===== src/rtl/core/i2c_master_bit_sequencer_macros.svh =====
// ----------------------------------------------------------------------------
// i2c master bit sequencer assertion macros
// shared concurrent assertion forms, sampled on clock, off during reset
// ----------------------------------------------------------------------------
`ifndef I2C_MASTER_BIT_SEQUENCER_MACROS_SVH
`define I2C_MASTER_BIT_SEQUENCER_MACROS_SVH

// condition that holds at every clock edge out of reset
`define I2CMBS_ASSERT(lbl, expr, msg) \
   lbl: assert property (@(posedge clock) disable iff (reset) (expr)) else $error(msg);

// condition that implies a consequence in the next cycle
`define I2CMBS_ASSERT_NEXT(lbl, ante, cons, msg) \
   lbl: assert property (@(posedge clock) disable iff (reset) (ante) |=> (cons)) \
      else $error(msg);

`endif


===== src/rtl/core/i2cmbs_pkg.sv =====
// ----------------------------------------------------------------------------
// i2c master bit sequencer package
// shared types, codes and constants of the bit sequencer
// ----------------------------------------------------------------------------
`timescale 1ns / 1ps

package i2cmbs_pkg;

   // function codes of the request
   localparam logic [2:0] FUNC_START    = 3'd0;
   localparam logic [2:0] FUNC_STOP     = 3'd1;
   localparam logic [2:0] FUNC_WRITE    = 3'd2;
   localparam logic [2:0] FUNC_WAIT_ACK = 3'd3;
   localparam logic [2:0] FUNC_READ     = 3'd4;

   // register indexes of the csr channel
   localparam int CSR_ADDR_W = 8;
   localparam int CSR_DATA_W = 16;
   localparam logic [CSR_ADDR_W-1:0] CSR_TICKS_PER_UNIT = 8'd0;
   localparam logic [CSR_ADDR_W-1:0] CSR_ACK_LIMIT      = 8'd1;

   // register reset values
   localparam logic [15:0] TICKS_PER_UNIT_RESET = 16'd1;
   localparam logic [7:0]  ACK_LIMIT_RESET      = 8'd250;

   // datapath widths and limits
   localparam int DELAY_W     = 19;
   localparam int BIT_COUNT_W = 4;
   localparam logic [BIT_COUNT_W-1:0] BITS_PER_BYTE = 4'd8;
   localparam logic [7:0] ACK_COUNT_MAX = 8'hFF;

   // delay lengths as shifts of one unit
   localparam logic [1:0] SHIFT_FOUR_UNITS = 2'd2;
   localparam logic [1:0] SHIFT_TWO_UNITS  = 2'd1;
   localparam logic [1:0] SHIFT_ONE_UNIT   = 2'd0;

   // command queue between front and back
   localparam int QUEUE_DEPTH = 2;
   localparam int QUEUE_PTR_W = $clog2(QUEUE_DEPTH);
   localparam int QUEUE_CNT_W = $clog2(QUEUE_DEPTH + 1);

   // command class decided by the front
   typedef enum logic [2:0] {
      CMD_NONE,
      CMD_START,
      CMD_STOP,
      CMD_WRITE,
      CMD_WAIT_ACK,
      CMD_READ
   } cmd_kind_type;

   // bus phase of the sequencer
   typedef enum logic [3:0] {
      PH_IDLE,
      PH_START_A,
      PH_START_B,
      PH_STOP_A,
      PH_STOP_B,
      PH_STOP_C,
      PH_WR_A,
      PH_WR_B,
      PH_WR_C,
      PH_WA_A,
      PH_WA_B,
      PH_WA_POLL,
      PH_RD_A,
      PH_RD_B,
      PH_AK_A,
      PH_AK_B
   } phase_type;

   // one tick as held in the queue
   typedef struct packed {
      cmd_kind_type kind;
      logic [7:0]   tx_byte;
      logic         send_ack;
      logic         sda_sampled;
   } tick_entry_type;

   // configuration seen by the back
   typedef struct packed {
      logic [15:0] ticks_per_unit;
      logic [7:0]  ack_limit;
   } cfg_type;

   // ticks of a delay: one unit shifted left by 0, 1 or 2
   function automatic logic [DELAY_W-1:0] delay_ticks(input logic [15:0] unit,
                                                      input logic [1:0]  shift);
      logic [DELAY_W-1:0] wide;
      wide = {{(DELAY_W-16){1'b0}}, unit};
      return wide << shift;
   endfunction

endpackage


===== src/rtl/core/i2cmbs_ifs.sv =====
// ----------------------------------------------------------------------------
// i2c master bit sequencer channel interfaces
// request, response and csr write channels with valid/ready handshake
// ----------------------------------------------------------------------------
`timescale 1ns / 1ps

// request channel: one tick per transfer
interface i2cmbs_req_if;
   logic       valid;
   logic       ready;
   logic       cmd_valid;
   logic [2:0] func;
   logic [7:0] tx_byte;
   logic       send_ack;
   logic       sda_sampled;

   modport source (output valid, cmd_valid, func, tx_byte, send_ack, sda_sampled,
                   input ready);
   modport sink (input valid, cmd_valid, func, tx_byte, send_ack, sda_sampled,
                 output ready);
endinterface

// response channel: line levels and status after each tick
interface i2cmbs_rsp_if;
   logic       valid;
   logic       ready;
   logic       scl_release;
   logic       sda_release;
   logic       busy_res;
   logic       cmd_done;
   logic [7:0] rx_byte;
   logic       nack_timeout;

   modport source (output valid, scl_release, sda_release, busy_res, cmd_done,
                   rx_byte, nack_timeout, input ready);
   modport sink (input valid, scl_release, sda_release, busy_res, cmd_done,
                 rx_byte, nack_timeout, output ready);
endinterface

// csr write channel
interface i2cmbs_csr_if;
   logic        valid;
   logic        ready;
   logic [7:0]  addr;
   logic [15:0] wdata;

   modport source (output valid, addr, wdata, input ready);
   modport sink (input valid, addr, wdata, output ready);
endinterface


===== src/rtl/core/i2cmbs_front.sv =====
// ----------------------------------------------------------------------------
// i2c master bit sequencer front
// accepts request ticks and classifies the offered command for the queue
// ----------------------------------------------------------------------------
`timescale 1ns / 1ps

module i2cmbs_front
   import i2cmbs_pkg::*;
(
   i2cmbs_req_if.sink      req_ch,
   input  logic            q_ready,
   output logic            push,
   output tick_entry_type  push_entry
);

   // transfer whenever the queue has room
   assign req_ch.ready = q_ready;
   assign push         = req_ch.valid && q_ready;

   // decode the command class, unknown codes carry no command
   always_comb begin
      push_entry.tx_byte     = req_ch.tx_byte;
      push_entry.send_ack    = req_ch.send_ack;
      push_entry.sda_sampled = req_ch.sda_sampled;
      push_entry.kind        = CMD_NONE;
      if (req_ch.cmd_valid) begin
         unique case (req_ch.func)
            FUNC_START:    push_entry.kind = CMD_START;
            FUNC_STOP:     push_entry.kind = CMD_STOP;
            FUNC_WRITE:    push_entry.kind = CMD_WRITE;
            FUNC_WAIT_ACK: push_entry.kind = CMD_WAIT_ACK;
            FUNC_READ:     push_entry.kind = CMD_READ;
            default:       push_entry.kind = CMD_NONE;
         endcase
      end
   end

endmodule


===== src/rtl/core/i2cmbs_queue.sv =====
// ----------------------------------------------------------------------------
// i2c master bit sequencer tick queue
// short fifo of classified ticks between front and back
// ----------------------------------------------------------------------------
`timescale 1ns / 1ps
`include "i2c_master_bit_sequencer_macros.svh"

module i2cmbs_queue
   import i2cmbs_pkg::*;
(
   input  logic           clock,
   input  logic           reset,
   input  logic           push,
   input  tick_entry_type push_entry,
   output logic           q_ready,
   input  logic           pop,
   output logic           q_valid,
   output tick_entry_type q_entry
);

   tick_entry_type             slot_ff [QUEUE_DEPTH];
   logic [QUEUE_PTR_W-1:0]     wr_ptr_ff, wr_ptr_in;
   logic [QUEUE_PTR_W-1:0]     rd_ptr_ff, rd_ptr_in;
   logic [QUEUE_CNT_W-1:0]     count_ff, count_in;

   // status
   assign q_ready = count_ff != QUEUE_CNT_W'(QUEUE_DEPTH);
   assign q_valid = count_ff != '0;
   assign q_entry = slot_ff[rd_ptr_ff];

   // pointer and fill update
   always_comb begin
      wr_ptr_in = wr_ptr_ff;
      rd_ptr_in = rd_ptr_ff;
      if (push) begin
         wr_ptr_in = (wr_ptr_ff == QUEUE_PTR_W'(QUEUE_DEPTH - 1)) ? '0 : wr_ptr_ff + 1'b1;
      end
      if (pop) begin
         rd_ptr_in = (rd_ptr_ff == QUEUE_PTR_W'(QUEUE_DEPTH - 1)) ? '0 : rd_ptr_ff + 1'b1;
      end
      unique case ({push, pop})
         2'b10:   count_in = count_ff + 1'b1;
         2'b01:   count_in = count_ff - 1'b1;
         default: count_in = count_ff;
      endcase
   end

   // control registers
   always_ff @(posedge clock) begin
      if (reset) begin
         wr_ptr_ff <= '0;
         rd_ptr_ff <= '0;
         count_ff  <= '0;
      end else begin
         wr_ptr_ff <= wr_ptr_in;
         rd_ptr_ff <= rd_ptr_in;
         count_ff  <= count_in;
      end
   end

   // storage
   always_ff @(posedge clock) begin
      if (push) begin
         slot_ff[wr_ptr_ff] <= push_entry;
      end
   end

   `I2CMBS_ASSERT(a_queue_bound, count_ff <= QUEUE_CNT_W'(QUEUE_DEPTH), "queue overfilled")
   `I2CMBS_ASSERT(a_queue_pop_valid, !pop || q_valid, "pop from empty queue")
   `I2CMBS_ASSERT_NEXT(a_queue_grow, push && !pop, count_ff == $past(count_ff) + 1'b1, "fill lost")

endmodule


===== src/rtl/core/i2cmbs_back.sv =====
// ----------------------------------------------------------------------------
// i2c master bit sequencer back
// runs the bus phase sequencer one tick per queue entry, registers the result
// ----------------------------------------------------------------------------
`timescale 1ns / 1ps
`include "i2c_master_bit_sequencer_macros.svh"

module i2cmbs_back
   import i2cmbs_pkg::*;
(
   input  logic           clock,
   input  logic           reset,
   input  cfg_type        cfg,
   input  logic           q_valid,
   input  tick_entry_type q_entry,
   output logic           pop,
   i2cmbs_rsp_if.source   rsp_ch
);

   phase_type                phase_ff, phase_in;
   logic [BIT_COUNT_W-1:0]   bit_count_ff, bit_count_in;
   logic [7:0]               shift_ff, shift_in;
   logic [DELAY_W-1:0]       delay_ff, delay_in;
   logic [7:0]               ack_count_ff, ack_count_in;
   logic                     ack_choice_ff, ack_choice_in;
   logic                     scl_ff, scl_in;
   logic                     sda_ff, sda_in;
   logic                     timeout_ff, timeout_in;
   logic [7:0]               rx_hold_ff, rx_hold_in;
   logic                     done_in;

   logic                     rsp_valid_ff;
   logic                     rsp_scl_ff, rsp_scl_in;
   logic                     rsp_sda_ff, rsp_sda_in;
   logic                     rsp_busy_ff, rsp_busy_in;
   logic                     rsp_done_ff, rsp_done_in;
   logic [7:0]               rsp_rx_ff, rsp_rx_in;
   logic                     rsp_timeout_ff, rsp_timeout_in;

   logic [15:0]              unit;
   logic [7:0]               wr_shifted;
   logic [7:0]               rd_shifted;
   logic [BIT_COUNT_W-1:0]   bit_count_inc;

   // one tick per transfer whenever the result slot is free or draining
   assign pop = q_valid && (!rsp_valid_ff || rsp_ch.ready);

   // a zero unit behaves as one tick
   assign unit          = (cfg.ticks_per_unit == '0) ? 16'd1 : cfg.ticks_per_unit;
   assign wr_shifted    = {shift_ff[6:0], 1'b0};
   assign rd_shifted    = {shift_ff[6:0], q_entry.sda_sampled};
   assign bit_count_inc = bit_count_ff + 1'b1;

   // next state of the sequencer for this tick
   always_comb begin
      phase_in      = phase_ff;
      bit_count_in  = bit_count_ff;
      shift_in      = shift_ff;
      delay_in      = delay_ff;
      ack_count_in  = ack_count_ff;
      ack_choice_in = ack_choice_ff;
      scl_in        = scl_ff;
      sda_in        = sda_ff;
      timeout_in    = timeout_ff;
      rx_hold_in    = rx_hold_ff;
      done_in       = 1'b0;

      priority if (phase_ff == PH_IDLE) begin
         // launch a new command
         if (q_entry.kind != CMD_NONE) begin
            bit_count_in = '0;
         end
         unique case (q_entry.kind)
            CMD_START: begin
               phase_in = PH_START_A;
               scl_in   = 1'b1;
               sda_in   = 1'b1;
               delay_in = delay_ticks(unit, SHIFT_FOUR_UNITS);
            end
            CMD_STOP: begin
               phase_in = PH_STOP_A;
               scl_in   = 1'b0;
               sda_in   = 1'b0;
               delay_in = delay_ticks(unit, SHIFT_FOUR_UNITS);
            end
            CMD_WRITE: begin
               shift_in = q_entry.tx_byte;
               phase_in = PH_WR_A;
               scl_in   = 1'b0;
               sda_in   = q_entry.tx_byte[7];
               delay_in = delay_ticks(unit, SHIFT_TWO_UNITS);
            end
            CMD_WAIT_ACK: begin
               timeout_in   = 1'b0;
               ack_count_in = '0;
               phase_in     = PH_WA_A;
               sda_in       = 1'b1;
               delay_in     = delay_ticks(unit, SHIFT_ONE_UNIT);
            end
            CMD_READ: begin
               ack_choice_in = q_entry.send_ack;
               shift_in      = '0;
               phase_in      = PH_RD_A;
               scl_in        = 1'b0;
               sda_in        = 1'b1;
               delay_in      = delay_ticks(unit, SHIFT_TWO_UNITS);
            end
            default: begin
               phase_in = PH_IDLE;
            end
         endcase
      end else if (phase_ff == PH_WA_POLL) begin
         // poll sda for the slave ack
         if (!q_entry.sda_sampled) begin
            scl_in   = 1'b0;
            phase_in = PH_IDLE;
            delay_in = '0;
            done_in  = 1'b1;
         end else begin
            if (ack_count_ff != ACK_COUNT_MAX) begin
               ack_count_in = ack_count_ff + 1'b1;
            end
            if (ack_count_ff >= cfg.ack_limit) begin
               timeout_in = 1'b1;
               phase_in   = PH_STOP_A;
               scl_in     = 1'b0;
               sda_in     = 1'b0;
               delay_in   = delay_ticks(unit, SHIFT_FOUR_UNITS);
            end
         end
      end else if (delay_ff > DELAY_W'(1)) begin
         // hold the current phase
         delay_in = delay_ff - 1'b1;
      end else if (phase_ff == PH_RD_B) begin
         // sample one read bit at the end of scl high
         shift_in     = rd_shifted;
         bit_count_in = bit_count_inc;
         scl_in       = 1'b0;
         delay_in     = delay_ticks(unit, SHIFT_TWO_UNITS);
         if (bit_count_inc >= BITS_PER_BYTE) begin
            phase_in = PH_AK_A;
            sda_in   = !ack_choice_ff;
         end else begin
            phase_in = PH_RD_A;
            sda_in   = 1'b1;
         end
      end else begin
         // phase delay expired, step to the next phase
         unique case (phase_ff)
            PH_START_A: begin
               phase_in = PH_START_B;
               scl_in   = 1'b1;
               sda_in   = 1'b0;
               delay_in = delay_ticks(unit, SHIFT_FOUR_UNITS);
            end
            PH_START_B: begin
               scl_in   = 1'b0;
               phase_in = PH_IDLE;
               delay_in = '0;
               done_in  = 1'b1;
            end
            PH_STOP_A: begin
               phase_in = PH_STOP_B;
               scl_in   = 1'b1;
               sda_in   = 1'b0;
               delay_in = delay_ticks(unit, SHIFT_FOUR_UNITS);
            end
            PH_STOP_B: begin
               phase_in = PH_STOP_C;
               scl_in   = 1'b1;
               sda_in   = 1'b1;
               delay_in = delay_ticks(unit, SHIFT_FOUR_UNITS);
            end
            PH_STOP_C: begin
               phase_in = PH_IDLE;
               delay_in = '0;
               done_in  = 1'b1;
            end
            PH_WR_A: begin
               phase_in = PH_WR_B;
               scl_in   = 1'b1;
               delay_in = delay_ticks(unit, SHIFT_TWO_UNITS);
            end
            PH_WR_B: begin
               phase_in = PH_WR_C;
               scl_in   = 1'b0;
               delay_in = delay_ticks(unit, SHIFT_TWO_UNITS);
            end
            PH_WR_C: begin
               shift_in     = wr_shifted;
               bit_count_in = bit_count_inc;
               if (bit_count_inc >= BITS_PER_BYTE) begin
                  phase_in = PH_IDLE;
                  delay_in = '0;
                  done_in  = 1'b1;
               end else begin
                  phase_in = PH_WR_A;
                  scl_in   = 1'b0;
                  sda_in   = wr_shifted[7];
                  delay_in = delay_ticks(unit, SHIFT_TWO_UNITS);
               end
            end
            PH_WA_A: begin
               phase_in = PH_WA_B;
               scl_in   = 1'b1;
               delay_in = delay_ticks(unit, SHIFT_ONE_UNIT);
            end
            PH_WA_B: begin
               phase_in = PH_WA_POLL;
               delay_in = '0;
            end
            PH_RD_A: begin
               phase_in = PH_RD_B;
               scl_in   = 1'b1;
               sda_in   = 1'b1;
               delay_in = delay_ticks(unit, SHIFT_TWO_UNITS);
            end
            PH_AK_A: begin
               phase_in = PH_AK_B;
               scl_in   = 1'b1;
               delay_in = delay_ticks(unit, SHIFT_TWO_UNITS);
            end
            PH_AK_B: begin
               scl_in     = 1'b0;
               rx_hold_in = shift_ff;
               phase_in   = PH_IDLE;
               delay_in   = '0;
               done_in    = 1'b1;
            end
            default: begin
               phase_in = PH_IDLE;
            end
         endcase
      end
   end

   // result fields as seen after the tick
   always_comb begin
      rsp_scl_in     = scl_in;
      rsp_sda_in     = sda_in;
      rsp_busy_in    = phase_in != PH_IDLE;
      rsp_done_in    = done_in;
      rsp_rx_in      = rx_hold_in;
      rsp_timeout_in = timeout_in;
   end

   // sequencer state
   always_ff @(posedge clock) begin
      if (reset) begin
         phase_ff      <= PH_IDLE;
         bit_count_ff  <= '0;
         shift_ff      <= '0;
         delay_ff      <= '0;
         ack_count_ff  <= '0;
         ack_choice_ff <= 1'b0;
         scl_ff        <= 1'b1;
         sda_ff        <= 1'b1;
         timeout_ff    <= 1'b0;
         rx_hold_ff    <= '0;
      end else if (pop) begin
         phase_ff      <= phase_in;
         bit_count_ff  <= bit_count_in;
         shift_ff      <= shift_in;
         delay_ff      <= delay_in;
         ack_count_ff  <= ack_count_in;
         ack_choice_ff <= ack_choice_in;
         scl_ff        <= scl_in;
         sda_ff        <= sda_in;
         timeout_ff    <= timeout_in;
         rx_hold_ff    <= rx_hold_in;
      end
   end

   // result slot valid
   always_ff @(posedge clock) begin
      if (reset) begin
         rsp_valid_ff <= 1'b0;
      end else if (pop) begin
         rsp_valid_ff <= 1'b1;
      end else if (rsp_ch.ready) begin
         rsp_valid_ff <= 1'b0;
      end
   end

   // result slot payload
   always_ff @(posedge clock) begin
      if (pop) begin
         rsp_scl_ff     <= rsp_scl_in;
         rsp_sda_ff     <= rsp_sda_in;
         rsp_busy_ff    <= rsp_busy_in;
         rsp_done_ff    <= rsp_done_in;
         rsp_rx_ff      <= rsp_rx_in;
         rsp_timeout_ff <= rsp_timeout_in;
      end
   end

   assign rsp_ch.valid        = rsp_valid_ff;
   assign rsp_ch.scl_release  = rsp_scl_ff;
   assign rsp_ch.sda_release  = rsp_sda_ff;
   assign rsp_ch.busy_res     = rsp_busy_ff;
   assign rsp_ch.cmd_done     = rsp_done_ff;
   assign rsp_ch.rx_byte      = rsp_rx_ff;
   assign rsp_ch.nack_timeout = rsp_timeout_ff;

   `I2CMBS_ASSERT(a_idle_no_delay, phase_ff != PH_IDLE || delay_ff == '0, "idle delay")
   `I2CMBS_ASSERT(a_bit_count_range, bit_count_ff <= BITS_PER_BYTE, "bit count past one byte")
   `I2CMBS_ASSERT(a_done_not_busy, !(rsp_valid_ff && rsp_done_ff && rsp_busy_ff), "done and busy")

endmodule


===== src/rtl/core/i2c_master_bit_sequencer.sv =====
// ----------------------------------------------------------------------------
// i2c master bit sequencer top level
// Usage: every transfer on req_ch is one time tick of the bus sequencer. It
// carries an optional command (start, stop, write byte, wait ack, read byte)
// and the sampled sda level. For each tick exactly one result leaves on rsp_ch
// with the open-drain scl/sda release levels, busy, command done, the last
// read byte and the ack timeout flag. csr_ch writes register 0 (ticks per
// delay unit) and register 1 (ack timeout limit); it is always ready and
// writes to other indexes are dropped. Write it only while the block is idle.
// Path: a tick is registered in the queue, then its result in the result slot.
// Throughput: one tick per cycle while rsp_ch is not stalled, set by the phase
// step of the back sequencer fed from a two-entry tick queue.
// Reset: synchronous; lines released, sequencer idle, registers at 1 and 250,
// queue and result slot empty.
// Stall: a stalled rsp_ch holds its result; the queue absorbs up to two more
// ticks, then req_ch.ready drops until the result is taken.
// ----------------------------------------------------------------------------
`timescale 1ns / 1ps

module i2c_master_bit_sequencer
   import i2cmbs_pkg::*;
(
   input  logic          clock,
   input  logic          reset,
   i2cmbs_req_if.sink    req_ch,
   i2cmbs_rsp_if.source  rsp_ch,
   i2cmbs_csr_if.sink    csr_ch
);

   logic [15:0]    ticks_per_unit_ff;
   logic [7:0]     ack_limit_ff;
   cfg_type        cfg;
   logic           push;
   tick_entry_type push_entry;
   logic           q_ready;
   logic           q_valid;
   tick_entry_type q_entry;
   logic           pop;

   // configuration registers
   assign csr_ch.ready = 1'b1;

   always_ff @(posedge clock) begin
      if (reset) begin
         ticks_per_unit_ff <= TICKS_PER_UNIT_RESET;
         ack_limit_ff      <= ACK_LIMIT_RESET;
      end else if (csr_ch.valid) begin
         if (csr_ch.addr == CSR_TICKS_PER_UNIT) begin
            ticks_per_unit_ff <= csr_ch.wdata;
         end
         if (csr_ch.addr == CSR_ACK_LIMIT) begin
            ack_limit_ff <= csr_ch.wdata[7:0];
         end
      end
   end

   assign cfg.ticks_per_unit = ticks_per_unit_ff;
   assign cfg.ack_limit      = ack_limit_ff;

   // request front
   i2cmbs_front u_front (
      .req_ch     (req_ch),
      .q_ready    (q_ready),
      .push       (push),
      .push_entry (push_entry)
   );

   // tick queue
   i2cmbs_queue u_queue (
      .clock      (clock),
      .reset      (reset),
      .push       (push),
      .push_entry (push_entry),
      .q_ready    (q_ready),
      .pop        (pop),
      .q_valid    (q_valid),
      .q_entry    (q_entry)
   );

   // phase sequencer and result slot
   i2cmbs_back u_back (
      .clock   (clock),
      .reset   (reset),
      .cfg     (cfg),
      .q_valid (q_valid),
      .q_entry (q_entry),
      .pop     (pop),
      .rsp_ch  (rsp_ch)
   );

endmodule


===== src/flat_wrapper.sv =====
// flat-port wrapper written by rule: the top's interface ports become plain ports
module i2c_master_bit_sequencer_flat import i2cmbs_pkg::*;
  (clock, reset, req_ch_valid, req_ch_cmd_valid, req_ch_func, req_ch_tx_byte, req_ch_send_ack, req_ch_sda_sampled, req_ch_ready, rsp_ch_valid, rsp_ch_scl_release, rsp_ch_sda_release, rsp_ch_busy_res, rsp_ch_cmd_done, rsp_ch_rx_byte, rsp_ch_nack_timeout, rsp_ch_ready, csr_ch_valid, csr_ch_addr, csr_ch_wdata, csr_ch_ready);
  i2cmbs_req_if req_ch_i ();
  i2cmbs_rsp_if rsp_ch_i ();
  i2cmbs_csr_if csr_ch_i ();
  input  logic clock;
  input  logic reset;
  input wire logic [$bits(req_ch_i.valid)-1:0] req_ch_valid;
  input wire logic [$bits(req_ch_i.cmd_valid)-1:0] req_ch_cmd_valid;
  input wire logic [$bits(req_ch_i.func)-1:0] req_ch_func;
  input wire logic [$bits(req_ch_i.tx_byte)-1:0] req_ch_tx_byte;
  input wire logic [$bits(req_ch_i.send_ack)-1:0] req_ch_send_ack;
  input wire logic [$bits(req_ch_i.sda_sampled)-1:0] req_ch_sda_sampled;
  output wire logic [$bits(req_ch_i.ready)-1:0] req_ch_ready;
  output wire logic [$bits(rsp_ch_i.valid)-1:0] rsp_ch_valid;
  output wire logic [$bits(rsp_ch_i.scl_release)-1:0] rsp_ch_scl_release;
  output wire logic [$bits(rsp_ch_i.sda_release)-1:0] rsp_ch_sda_release;
  output wire logic [$bits(rsp_ch_i.busy_res)-1:0] rsp_ch_busy_res;
  output wire logic [$bits(rsp_ch_i.cmd_done)-1:0] rsp_ch_cmd_done;
  output wire logic [$bits(rsp_ch_i.rx_byte)-1:0] rsp_ch_rx_byte;
  output wire logic [$bits(rsp_ch_i.nack_timeout)-1:0] rsp_ch_nack_timeout;
  input wire logic [$bits(rsp_ch_i.ready)-1:0] rsp_ch_ready;
  input wire logic [$bits(csr_ch_i.valid)-1:0] csr_ch_valid;
  input wire logic [$bits(csr_ch_i.addr)-1:0] csr_ch_addr;
  input wire logic [$bits(csr_ch_i.wdata)-1:0] csr_ch_wdata;
  output wire logic [$bits(csr_ch_i.ready)-1:0] csr_ch_ready;
  assign req_ch_i.valid = req_ch_valid;
  assign req_ch_i.cmd_valid = req_ch_cmd_valid;
  assign req_ch_i.func = req_ch_func;
  assign req_ch_i.tx_byte = req_ch_tx_byte;
  assign req_ch_i.send_ack = req_ch_send_ack;
  assign req_ch_i.sda_sampled = req_ch_sda_sampled;
  assign req_ch_ready = req_ch_i.ready;
  assign rsp_ch_valid = rsp_ch_i.valid;
  assign rsp_ch_scl_release = rsp_ch_i.scl_release;
  assign rsp_ch_sda_release = rsp_ch_i.sda_release;
  assign rsp_ch_busy_res = rsp_ch_i.busy_res;
  assign rsp_ch_cmd_done = rsp_ch_i.cmd_done;
  assign rsp_ch_rx_byte = rsp_ch_i.rx_byte;
  assign rsp_ch_nack_timeout = rsp_ch_i.nack_timeout;
  assign rsp_ch_i.ready = rsp_ch_ready;
  assign csr_ch_i.valid = csr_ch_valid;
  assign csr_ch_i.addr = csr_ch_addr;
  assign csr_ch_i.wdata = csr_ch_wdata;
  assign csr_ch_ready = csr_ch_i.ready;
  i2c_master_bit_sequencer u_core (.clock(clock), .reset(reset), .req_ch(req_ch_i), .rsp_ch(rsp_ch_i), .csr_ch(csr_ch_i));
endmodule

===== config.mk =====
export PLATFORM = sky130hd
export DESIGN_NAME = i2c_master_bit_sequencer_flat
export DESIGN_NICKNAME = d
export VERILOG_FILES = /design/src/rtl/core/i2cmbs_pkg.sv /design/src/rtl/core/i2cmbs_ifs.sv /design/src/rtl/core/i2cmbs_front.sv /design/src/rtl/core/i2cmbs_queue.sv /design/src/rtl/core/i2cmbs_back.sv /design/src/rtl/core/i2c_master_bit_sequencer.sv /design/src/flat_wrapper.sv
export VERILOG_INCLUDE_DIRS = /design/src /design/src/rtl/core
export SDC_FILE = /design/constraint.sdc
export NUM_CORES = 1
export LEC_CHECK = 0
export ABC_CLOCK_PERIOD_IN_PS = 6150
export BUFFER_PORTS_ARGS = -buffer_cell sky130_fd_sc_hd__buf_2
export CELL_PAD_IN_SITES_DETAIL_PLACEMENT = 0
export CELL_PAD_IN_SITES_GLOBAL_PLACEMENT = 1
export CORE_MARGIN = 1
export CORE_UTILIZATION = 50
export DETAILED_ROUTE_END_ITERATION = 16
export GPL_TIMING_DRIVEN = 1
export PLACE_DENSITY = 0.88
export SLEW_MARGIN = 20
export SYNTH_ARGS = -nofsm -noshare
export SYNTH_HDL_FRONTEND = slang
export SYNTH_SLANG_ARGS = --single-unit

===== constraint.sdc =====
create_clock -name clock -period 6.15 [get_ports clock]
set_input_delay 1.23 -clock clock [delete_from_list [all_inputs] [get_ports clock]]
set_output_delay 1.23 -clock clock [all_outputs]
set_load 0.02 [all_outputs]

==> out/qor.yml, run 1 <==
antenna_found_initial: 0
die_x_um: 122
area_growth_syn_to_layout_pct: 12.7
track_usage: 0.278
seq_power_share: 0.245
synth_nets: 881
via_per_inst: 6.29
post-cts-setup-buffers: 0
post_drt_wl_per_cell_um: 19.2
finalNonFillerCells: 1041
synth_enable_flop_cells: 39
syn_avg_cell_area_sq_um: 8.66
core_sq_um: 13900
timing.final.crit_share: 0.575
crit_required_ns: 6.51
die-height_um: 122
p_total_mw: 5.37
insertedDiodeCount: 0
maxCapViolCount: 0
totalWireLength_um: 19900
timing.setup.tns_ns: 0
cp_max_fo: 21
critPathLaunch: "u_core.u_back.phase_ff[3]$_SDFFE_PP0P_"
numCtsBuffers: 17
holdCritPathClass: "flop to flop"
cp.arrival_ns: 3.90
gp_congestion: 0.930
holdBufCountCts: 0
end_kind: "flop"
n_fill_cell: 1223
clock_power_share: 0.181
async_flop_share: 0
slew-limit-headroom: 0.259
status: "finished, final reports clean"
p_sw_frac: 0.485
path_cells: "nand4b_1 > nor2_1 > buf_4 > o211ai_1 > a21oi_1 > a22o_1"
cts_resized: 0
initial_utilization: 0.513
ios: 59
p_per_area_nw_per_um2: 667
post-route-util: 0.578
mostFrequentLayoutCells: "nand2_1, nor2_1, dfxtp_1, a21oi_1, buf_2"
layout_commonest_cell: "nand2_1"
drt_first_pass_iters: 6
slew_violations: 0
cts_root_buf: "clkbuf_16"
worst_pin_slew_ns: 1.11
hpwl_um: 13300
ys_types: 76
row_count: 43
nNetsFinal: 904
p_comb_frac: 0.574
ys_seq_area_frac: 0.402
synth_ff_type: "dfxtp_1"
net-switching-power_mw: 2.61
drt_iter0_drc: 667
power_leakage_nw: 3.03
netlist_instances: 825
drc: 0
finalSetupViolations: 0
tritoncts: "done"
crit-reg2reg-launch: "u_core.u_back.phase_ff[3]$_SDFFE_PP0P_"
dieArea_sq_um: 14800
hold_path.startpoint: "u_core.u_back.rx_hold_ff[4]$_SDFFE_PP0P_"
dp.cells: 1009
port-buffer-count: 57
route.vias.total: 6546
yosys_warnings: 0
clock_sinks: 124
slowest_stage: "a21oi_1"
clockBufferDepth: 2
slowest_delay_ns: 0.91
h-tree-depth: 4
grt_setup_unrepaired: "false"
internal_power_mw: 2.76
ir_worst_vdd_uv: 487
fmax_ghz: 0.283
clk_pin_slew_ns: 0.06
first_global_vias: 6155
finalClockSkew_ns: 0.00502
cp-start-kind: "flop"
overflow: 0
grt_pass1_wl_um: 31800
grt_max_degree: 39
drive_gt1_frac: 0.149
ant_nets: 0
clk_latency_ns: 0.42
synth-seq-cells: 124
netlist_area_sq_um: 7140
hold_viol: 0
min_period_ns: 3.54
critPathKind: "flop to flop"
[power groups by stage]
stage | registers (mW) | logic, mW | clock network, mW
finish | 1.32 | 3.08 | 0.973
global route | 1.34 | 3.35 | 1.01
CTS | 1.31 | 3.00 | 0.980
detailed placement | 1.32 | 2.96 | 0
global placement | 1.31 | 2.95 | 0
floorplan | 1.25 | 2.37 | 0
[sequential cells by signal (all words and copies together) (netlist names), 8 cells and up, named ones only]
| signal | count |
|---|---|
| u_core.ack_limit_ff | 8 |
| u_core.ticks_per_unit_ff | 16 |
| u_core.u_back.delay_ff | 19 |
| u_core.u_back.rsp_ch.rx_byte | 8 |
| u_core.u_queue.slot_ff | 26 |
| u_core.u_back.rx_hold_ff | 8 |
| u_core.u_back.ack_count_ff | 8 |
| u_core.u_back.shift_ff | 8 |
[final cells by class]
cell class                 instances  area (sq um)  share of cell area
clock inverter                    12           124              0.0154
tap                              180           225              0.0280
multi-input combinational        617          3940               0.489
clock buffer                      20           447              0.0555
sequential                       124          2870               0.357
timing repair buffer              69           375              0.0466
inverter                          19          71.3             0.00886
[stage by stage]
stage | worst slack [ns] | hold slack (ns) | area, sq um
after floorplan | 2.77 | 0.429 | 7140
after global placement | 2.89 | 0.436 | 7480
after detailed placement | 2.71 | 0.449 | 7480
after CTS | 2.72 | 0.458 | 8050
after global routing | 2.34 | 0.466 | 8050
final | 2.61 | 0.457 | 8050
[cells by family (layout without fill, tap and decap cells)]
family / Yosys count / count (layout) / share of synthesized area
compound gates: 261 / 261 / 0.244
xor+xnor: 28 / 28 / 0.0343
fa+ha+maj: 13 / 13 / 0.0228
buf+inv: 84 / 120 / 0.0492
flops: 124 / 124 / 0.402
mux: 48 / 48 / 0.0699
other cells: 1 / 1 / 0.000525
simple gates: 266 / 266 / 0.177
[synth_stat cells, types with 4 or more instances]
cell type | instances | share of area
ha_1 | 13 | 0.023
or3_1 | 6 | 0.0053
inv_1 | 18 | 0.0095
a21oi_1 | 78 | 0.055
o22ai_1 | 8 | 0.0070
xnor2_1 | 14 | 0.017
o21ai_0 | 53 | 0.037
dfxtp_1 | 85 | 0.24
and3_1 | 4 | 0.0035
nand3_1 | 11 | 0.0077
nor2_1 | 90 | 0.047
o211ai_1 | 11 | 0.012
o2bb2ai_1 | 5 | 0.0061
edfxtp_1 | 39 | 0.16
nand2b_1 | 9 | 0.0079
a211oi_1 | 20 | 0.021
mux2i_1 | 35 | 0.049
nand4_1 | 6 | 0.0053
a221o_1 | 4 | 0.0056
nor3_1 | 15 | 0.011
a221oi_1 | 12 | 0.015
buf_1 | 6 | 0.0032
nor4_1 | 6 | 0.0053
a31oi_1 | 7 | 0.0061
clkbuf_1 | 46 | 0.024
mux2_2 | 12 | 0.019
a22oi_1 | 18 | 0.019
a32o_1 | 11 | 0.015
buf_2 | 8 | 0.0056
nand2_1 | 91 | 0.048
xor2_1 | 14 | 0.017
[final timing paths]
path                                                    to  slack [ns]  cells past startpoint
setup / recovery   u_core.u_back.delay_ff[14]$_SDFFE_PP0P_        2.61                      6
hold / removal    u_core.u_back.rx_hold_ff[4]$_SDFFE_PP0P_        0.46                      2
setup reg to reg   u_core.u_back.delay_ff[14]$_SDFFE_PP0P_        2.61                      6
hold reg to reg   u_core.u_back.rx_hold_ff[4]$_SDFFE_PP0P_        0.46                      2
[metal layers]
layer | vias up | share of wire | track usage
li1 | 3097 | - | -
met1 | 3056 | 0.44 | 0.381
met2 | 344 | 0.45 | 0.426
met3 | 49 | 0.091 | 0.0538
met4 | 0 | 0.026 | 0.122
met5 | - | 0 | 0
[critical path: cells and delay by family, from the launching register on]
family                 cells  cell delay, ns
buffers and inverters      1            0.28
flip-flops                 1            0.76
AO/OA/AOI/OAI              3            1.42
AND/OR/NAND/NOR            2            1.01
No activity file was read; power rests on OpenSTA's default activity.
==> run 2, diff against run 1 <==
--- a/config.mk
+++ b/config.mk
@@ -6,15 +6,15 @@
 export SDC_FILE = /design/constraint.sdc
 export NUM_CORES = 1
 export LEC_CHECK = 0
-export ABC_CLOCK_PERIOD_IN_PS = 6150
+export ABC_CLOCK_PERIOD_IN_PS = 3100
 export BUFFER_PORTS_ARGS = -buffer_cell sky130_fd_sc_hd__buf_2
 export CELL_PAD_IN_SITES_DETAIL_PLACEMENT = 0
 export CELL_PAD_IN_SITES_GLOBAL_PLACEMENT = 1
 export CORE_MARGIN = 1
-export CORE_UTILIZATION = 50
+export CORE_UTILIZATION = 42
 export DETAILED_ROUTE_END_ITERATION = 16
 export GPL_TIMING_DRIVEN = 1
-export PLACE_DENSITY = 0.88
+export PLACE_DENSITY = 0.79
 export SLEW_MARGIN = 20
 export SYNTH_ARGS = -nofsm -noshare
 export SYNTH_HDL_FRONTEND = slang
==> constraint.sdc (replaced) <==
create_clock -name clock -period 3.1 [get_ports clock]
set_input_delay 0.62 -clock clock [delete_from_list [all_inputs] [get_ports clock]]
set_output_delay 0.62 -clock clock [all_outputs]
set_load 0.02 [all_outputs]
==> out/qor.yml, run 2 (same netlist as run 1, synthesis figures left out) <==
status: "finished, final reports clean"  # unchanged
clk_pin_slew_ns: 0.06  # about the same
h-tree-depth: 4  # unchanged
finalSetupViolations: 0  # unchanged
maxCapViolCount: 0  # unchanged
drive_gt1_frac: 0.170  # was 0.149
mostFrequentLayoutCells: "nand2_1, nor2_1, dfxtp_1, a21oi_1, buf_2"  # unchanged
cts_root_buf: "clkbuf_16"  # unchanged
drt_iter0_drc: 542  # was 667
area_growth_syn_to_layout_pct: 15.5  # was 12.7%
via_per_inst: 5.94  # was 6.29
tritoncts: "done"  # unchanged
critPathKind: "flop to flop"  # unchanged
die-height_um: 132  # was 122 um
slowest_delay_ns: 0.69  # was 0.91 ns
first_global_vias: 6294  # was 6155
cp.arrival_ns: 3.07  # was 3.90 ns
ir_worst_vdd_uv: 554  # was 487 uV
fmax_ghz: 0.362  # was 0.283 GHz
cp_max_fo: 8  # was 21
finalNonFillerCells: 1101  # was 1041
antenna_found_initial: 0  # unchanged
reg_top3: "u_core.u_queue.slot_ff (26), u_core.u_back.delay_ff (19), u_core.ticks_per_unit_ff (16)"  # unchanged
reg2reg_slack_ns: 0.33  # was 2.61 ns
regMostFlops: "u_core.u_queue.slot_ff"  # unchanged
grt_pass1_wl_um: 32400  # was 31800 um
core_sq_um: 16600  # was 13900 sq um
slowest_stage: "or4_1"  # was a21oi_1
insertedDiodeCount: 0  # unchanged
clk_latency_ns: 0.43  # was 0.42 ns
clockBufferDepth: 2  # unchanged
drt_first_pass_iters: 5  # was 6
hold_path.startpoint: "req_ch_tx_byte[4]"  # was u_core.u_back.rx_hold_ff[4]$_SDFFE_PP0P_
min_period_ns: 2.77  # was 3.54 ns
hold_viol: 0  # unchanged
worst_pin_slew_ns: 0.761  # was 1.11 ns
holdBufCountCts: 0  # unchanged
power_leakage_nw: 3.13  # was 3.03 nW
timing.setup.tns_ns: 0  # unchanged
port-buffer-count: 57  # unchanged
crit-reg2reg-launch: "u_core.u_back.delay_ff[5]$_SDFFE_PP0P_"  # was u_core.u_back.phase_ff[3]$_SDFFE_PP0P_
hold_end: "u_core.u_queue.slot_ff[0][6]$_DFFE_PP_"  # was u_core.u_back.rx_hold_ff[4]$_SDFFE_PP0P_
slew_violations: 0  # unchanged
nNetsFinal: 924  # was 904
cp-start-kind: "flop"  # unchanged
post-route-util: 0.498  # was 0.578
finalClockSkew_ns: 0.00580  # was 0.00502 ns
grt_setup_unrepaired: "false"  # unchanged
route.vias.total: 6541  # was 6546
timing.final.crit_share: 0.892  # was 0.575
clock_sinks: 124  # unchanged
ios: 59  # unchanged
track_usage: 0.235  # was 0.278
totalWireLength_um: 20200  # was 19900 um
gp_congestion: 0.907  # was 0.930
post-cts-setup-buffers: 0  # unchanged
row_count: 47  # was 43
initial_utilization: 0.431  # was 0.513
path_cells: "or4_1 > nor3_2 > and3_1 > buf_4 > o21ai_0 > a21oi_1 > a2111oi_0 > a2111oi_0"  # was nand4b_1 > nor2_1 > buf_4 > o211ai_1 > a21oi_1 > a22o_1
largest_reg_flops: 26  # unchanged
end_kind: "flop"  # unchanged
timing.rr.end: "u_core.u_back.delay_ff[2]$_SDFFE_PP0P_"  # was u_core.u_back.delay_ff[14]$_SDFFE_PP0P_
slew-limit-headroom: 0.489  # was 0.259
overflow: 0  # unchanged
cpMostUsedCell: "a2111oi_0"
layout_commonest_cell: "nand2_1"  # unchanged
hold_depth: 1  # was 2
die_x_um: 132  # was 122 um
numCtsBuffers: 17  # unchanged
hpwl_um: 14300  # was 13300 um
holdCritPathClass: "primary input to flop"  # was flop to flop
cts_resized: 0  # unchanged
reg2reg_depth: 8  # was 6
grt_max_degree: 31  # was 39
p_per_area_nw_per_um2: 1330  # was 667 nW/um^2
n_fill_cell: 1600  # was 1223
drc: 0  # unchanged
post_drt_wl_per_cell_um: 18.3  # was 19.2 um
dieArea_sq_um: 17500  # was 14800 sq um
ant_nets: 0  # unchanged
crit_required_ns: 3.40  # was 6.51 ns
dp.cells: 1069  # was 1009
[run 2: cell count changes in the layout (fill, tap and decap cells not counted), moves of 2 or more]
cell	previous run	this run
inv_6	0	7
inv_8	0	2
clkbuf_1	2	0
buf_4	12	32
clkinv_2	4	0
[run 2: how the worst max path moves through the flow]
stage | start | end | slack (ns) | cells after the start
2_1_floorplan | rsp_ch_ready | u_core.u_queue.count_ff[1]$_SDFFE_PP0P_ | 0.33 | 8
6_report | u_core.u_back.delay_ff[5]$_SDFFE_PP0P_ | u_core.u_back.delay_ff[2]$_SDFFE_PP0P_ | 0.33 | 8
4_1_cts | u_core.u_back.delay_ff[5]$_SDFFE_PP0P_ | u_core.u_back.delay_ff[2]$_SDFFE_PP0P_ | 0.35 | 8
5_1_grt | u_core.u_back.delay_ff[11]$_SDFFE_PP0P_ | u_core.u_back.delay_ff[2]$_SDFFE_PP0P_ | 0.05 | 8
3_5_place_dp | u_core.u_back.delay_ff[5]$_SDFFE_PP0P_ | u_core.u_back.delay_ff[2]$_SDFFE_PP0P_ | 0.37 | 8
3_3_place_gp | u_core.u_back.delay_ff[5]$_SDFFE_PP0P_ | u_core.u_back.rsp_ch.rx_byte[7]$_DFFE_PP_ | 0.47 | 5
[run 2: where the power goes]
| group | switching, mW | leakage, nW | internal, mW |
|---|---|---|---|
| Combinational | 4.00 | 1.79 | 2.44 |
| Clock | 0.845 | 0.272 | 1.13 |
| Sequential | 0.421 | 1.06 | 2.12 |
[run 2: final cells by class]
| cell class | instances | area, sq um | share of cell area |
|---|---|---|---|
| clock buffer | 17 | 425 | 0.0516 |
| clock inverter | 15 | 153 | 0.0185 |
| inverter | 19 | 71.3 | 0.00864 |
| multi-input combinational | 617 | 3930 | 0.476 |
| sequential | 124 | 2870 | 0.348 |
| tap | 220 | 275 | 0.0334 |
| timing repair buffer | 89 | 526 | 0.0637 |
[run 2: per-layer routing]
layer,routed length (um),global-route usage
met5,0,0
met4,395,0.0875
met3,1620,0.0602
met2,9340,0.372
met1,8820,0.308
[run 2: worst max-delay path, delay by kind of cell (launching register included)]
family	cells	cell delay, ns
compound gates	4	0.71
simple gates	3	1.34
buf+inv	1	0.23
flops	1	0.35
[run 2: metrics by stage]
stage          power [mW]  hold slack, ns  setup slack [ns]  cell area, sq um
4_1_cts              10.9           0.365             0.352              8250
6_report             10.9           0.378             0.334              8250
3_5_place_dp         8.88           0.445             0.372              7670
2_1_floorplan        7.18           0.429             0.330              7140
5_1_grt              11.7           0.366            0.0547              8250
3_3_place_gp         8.80           0.437             0.469              7670
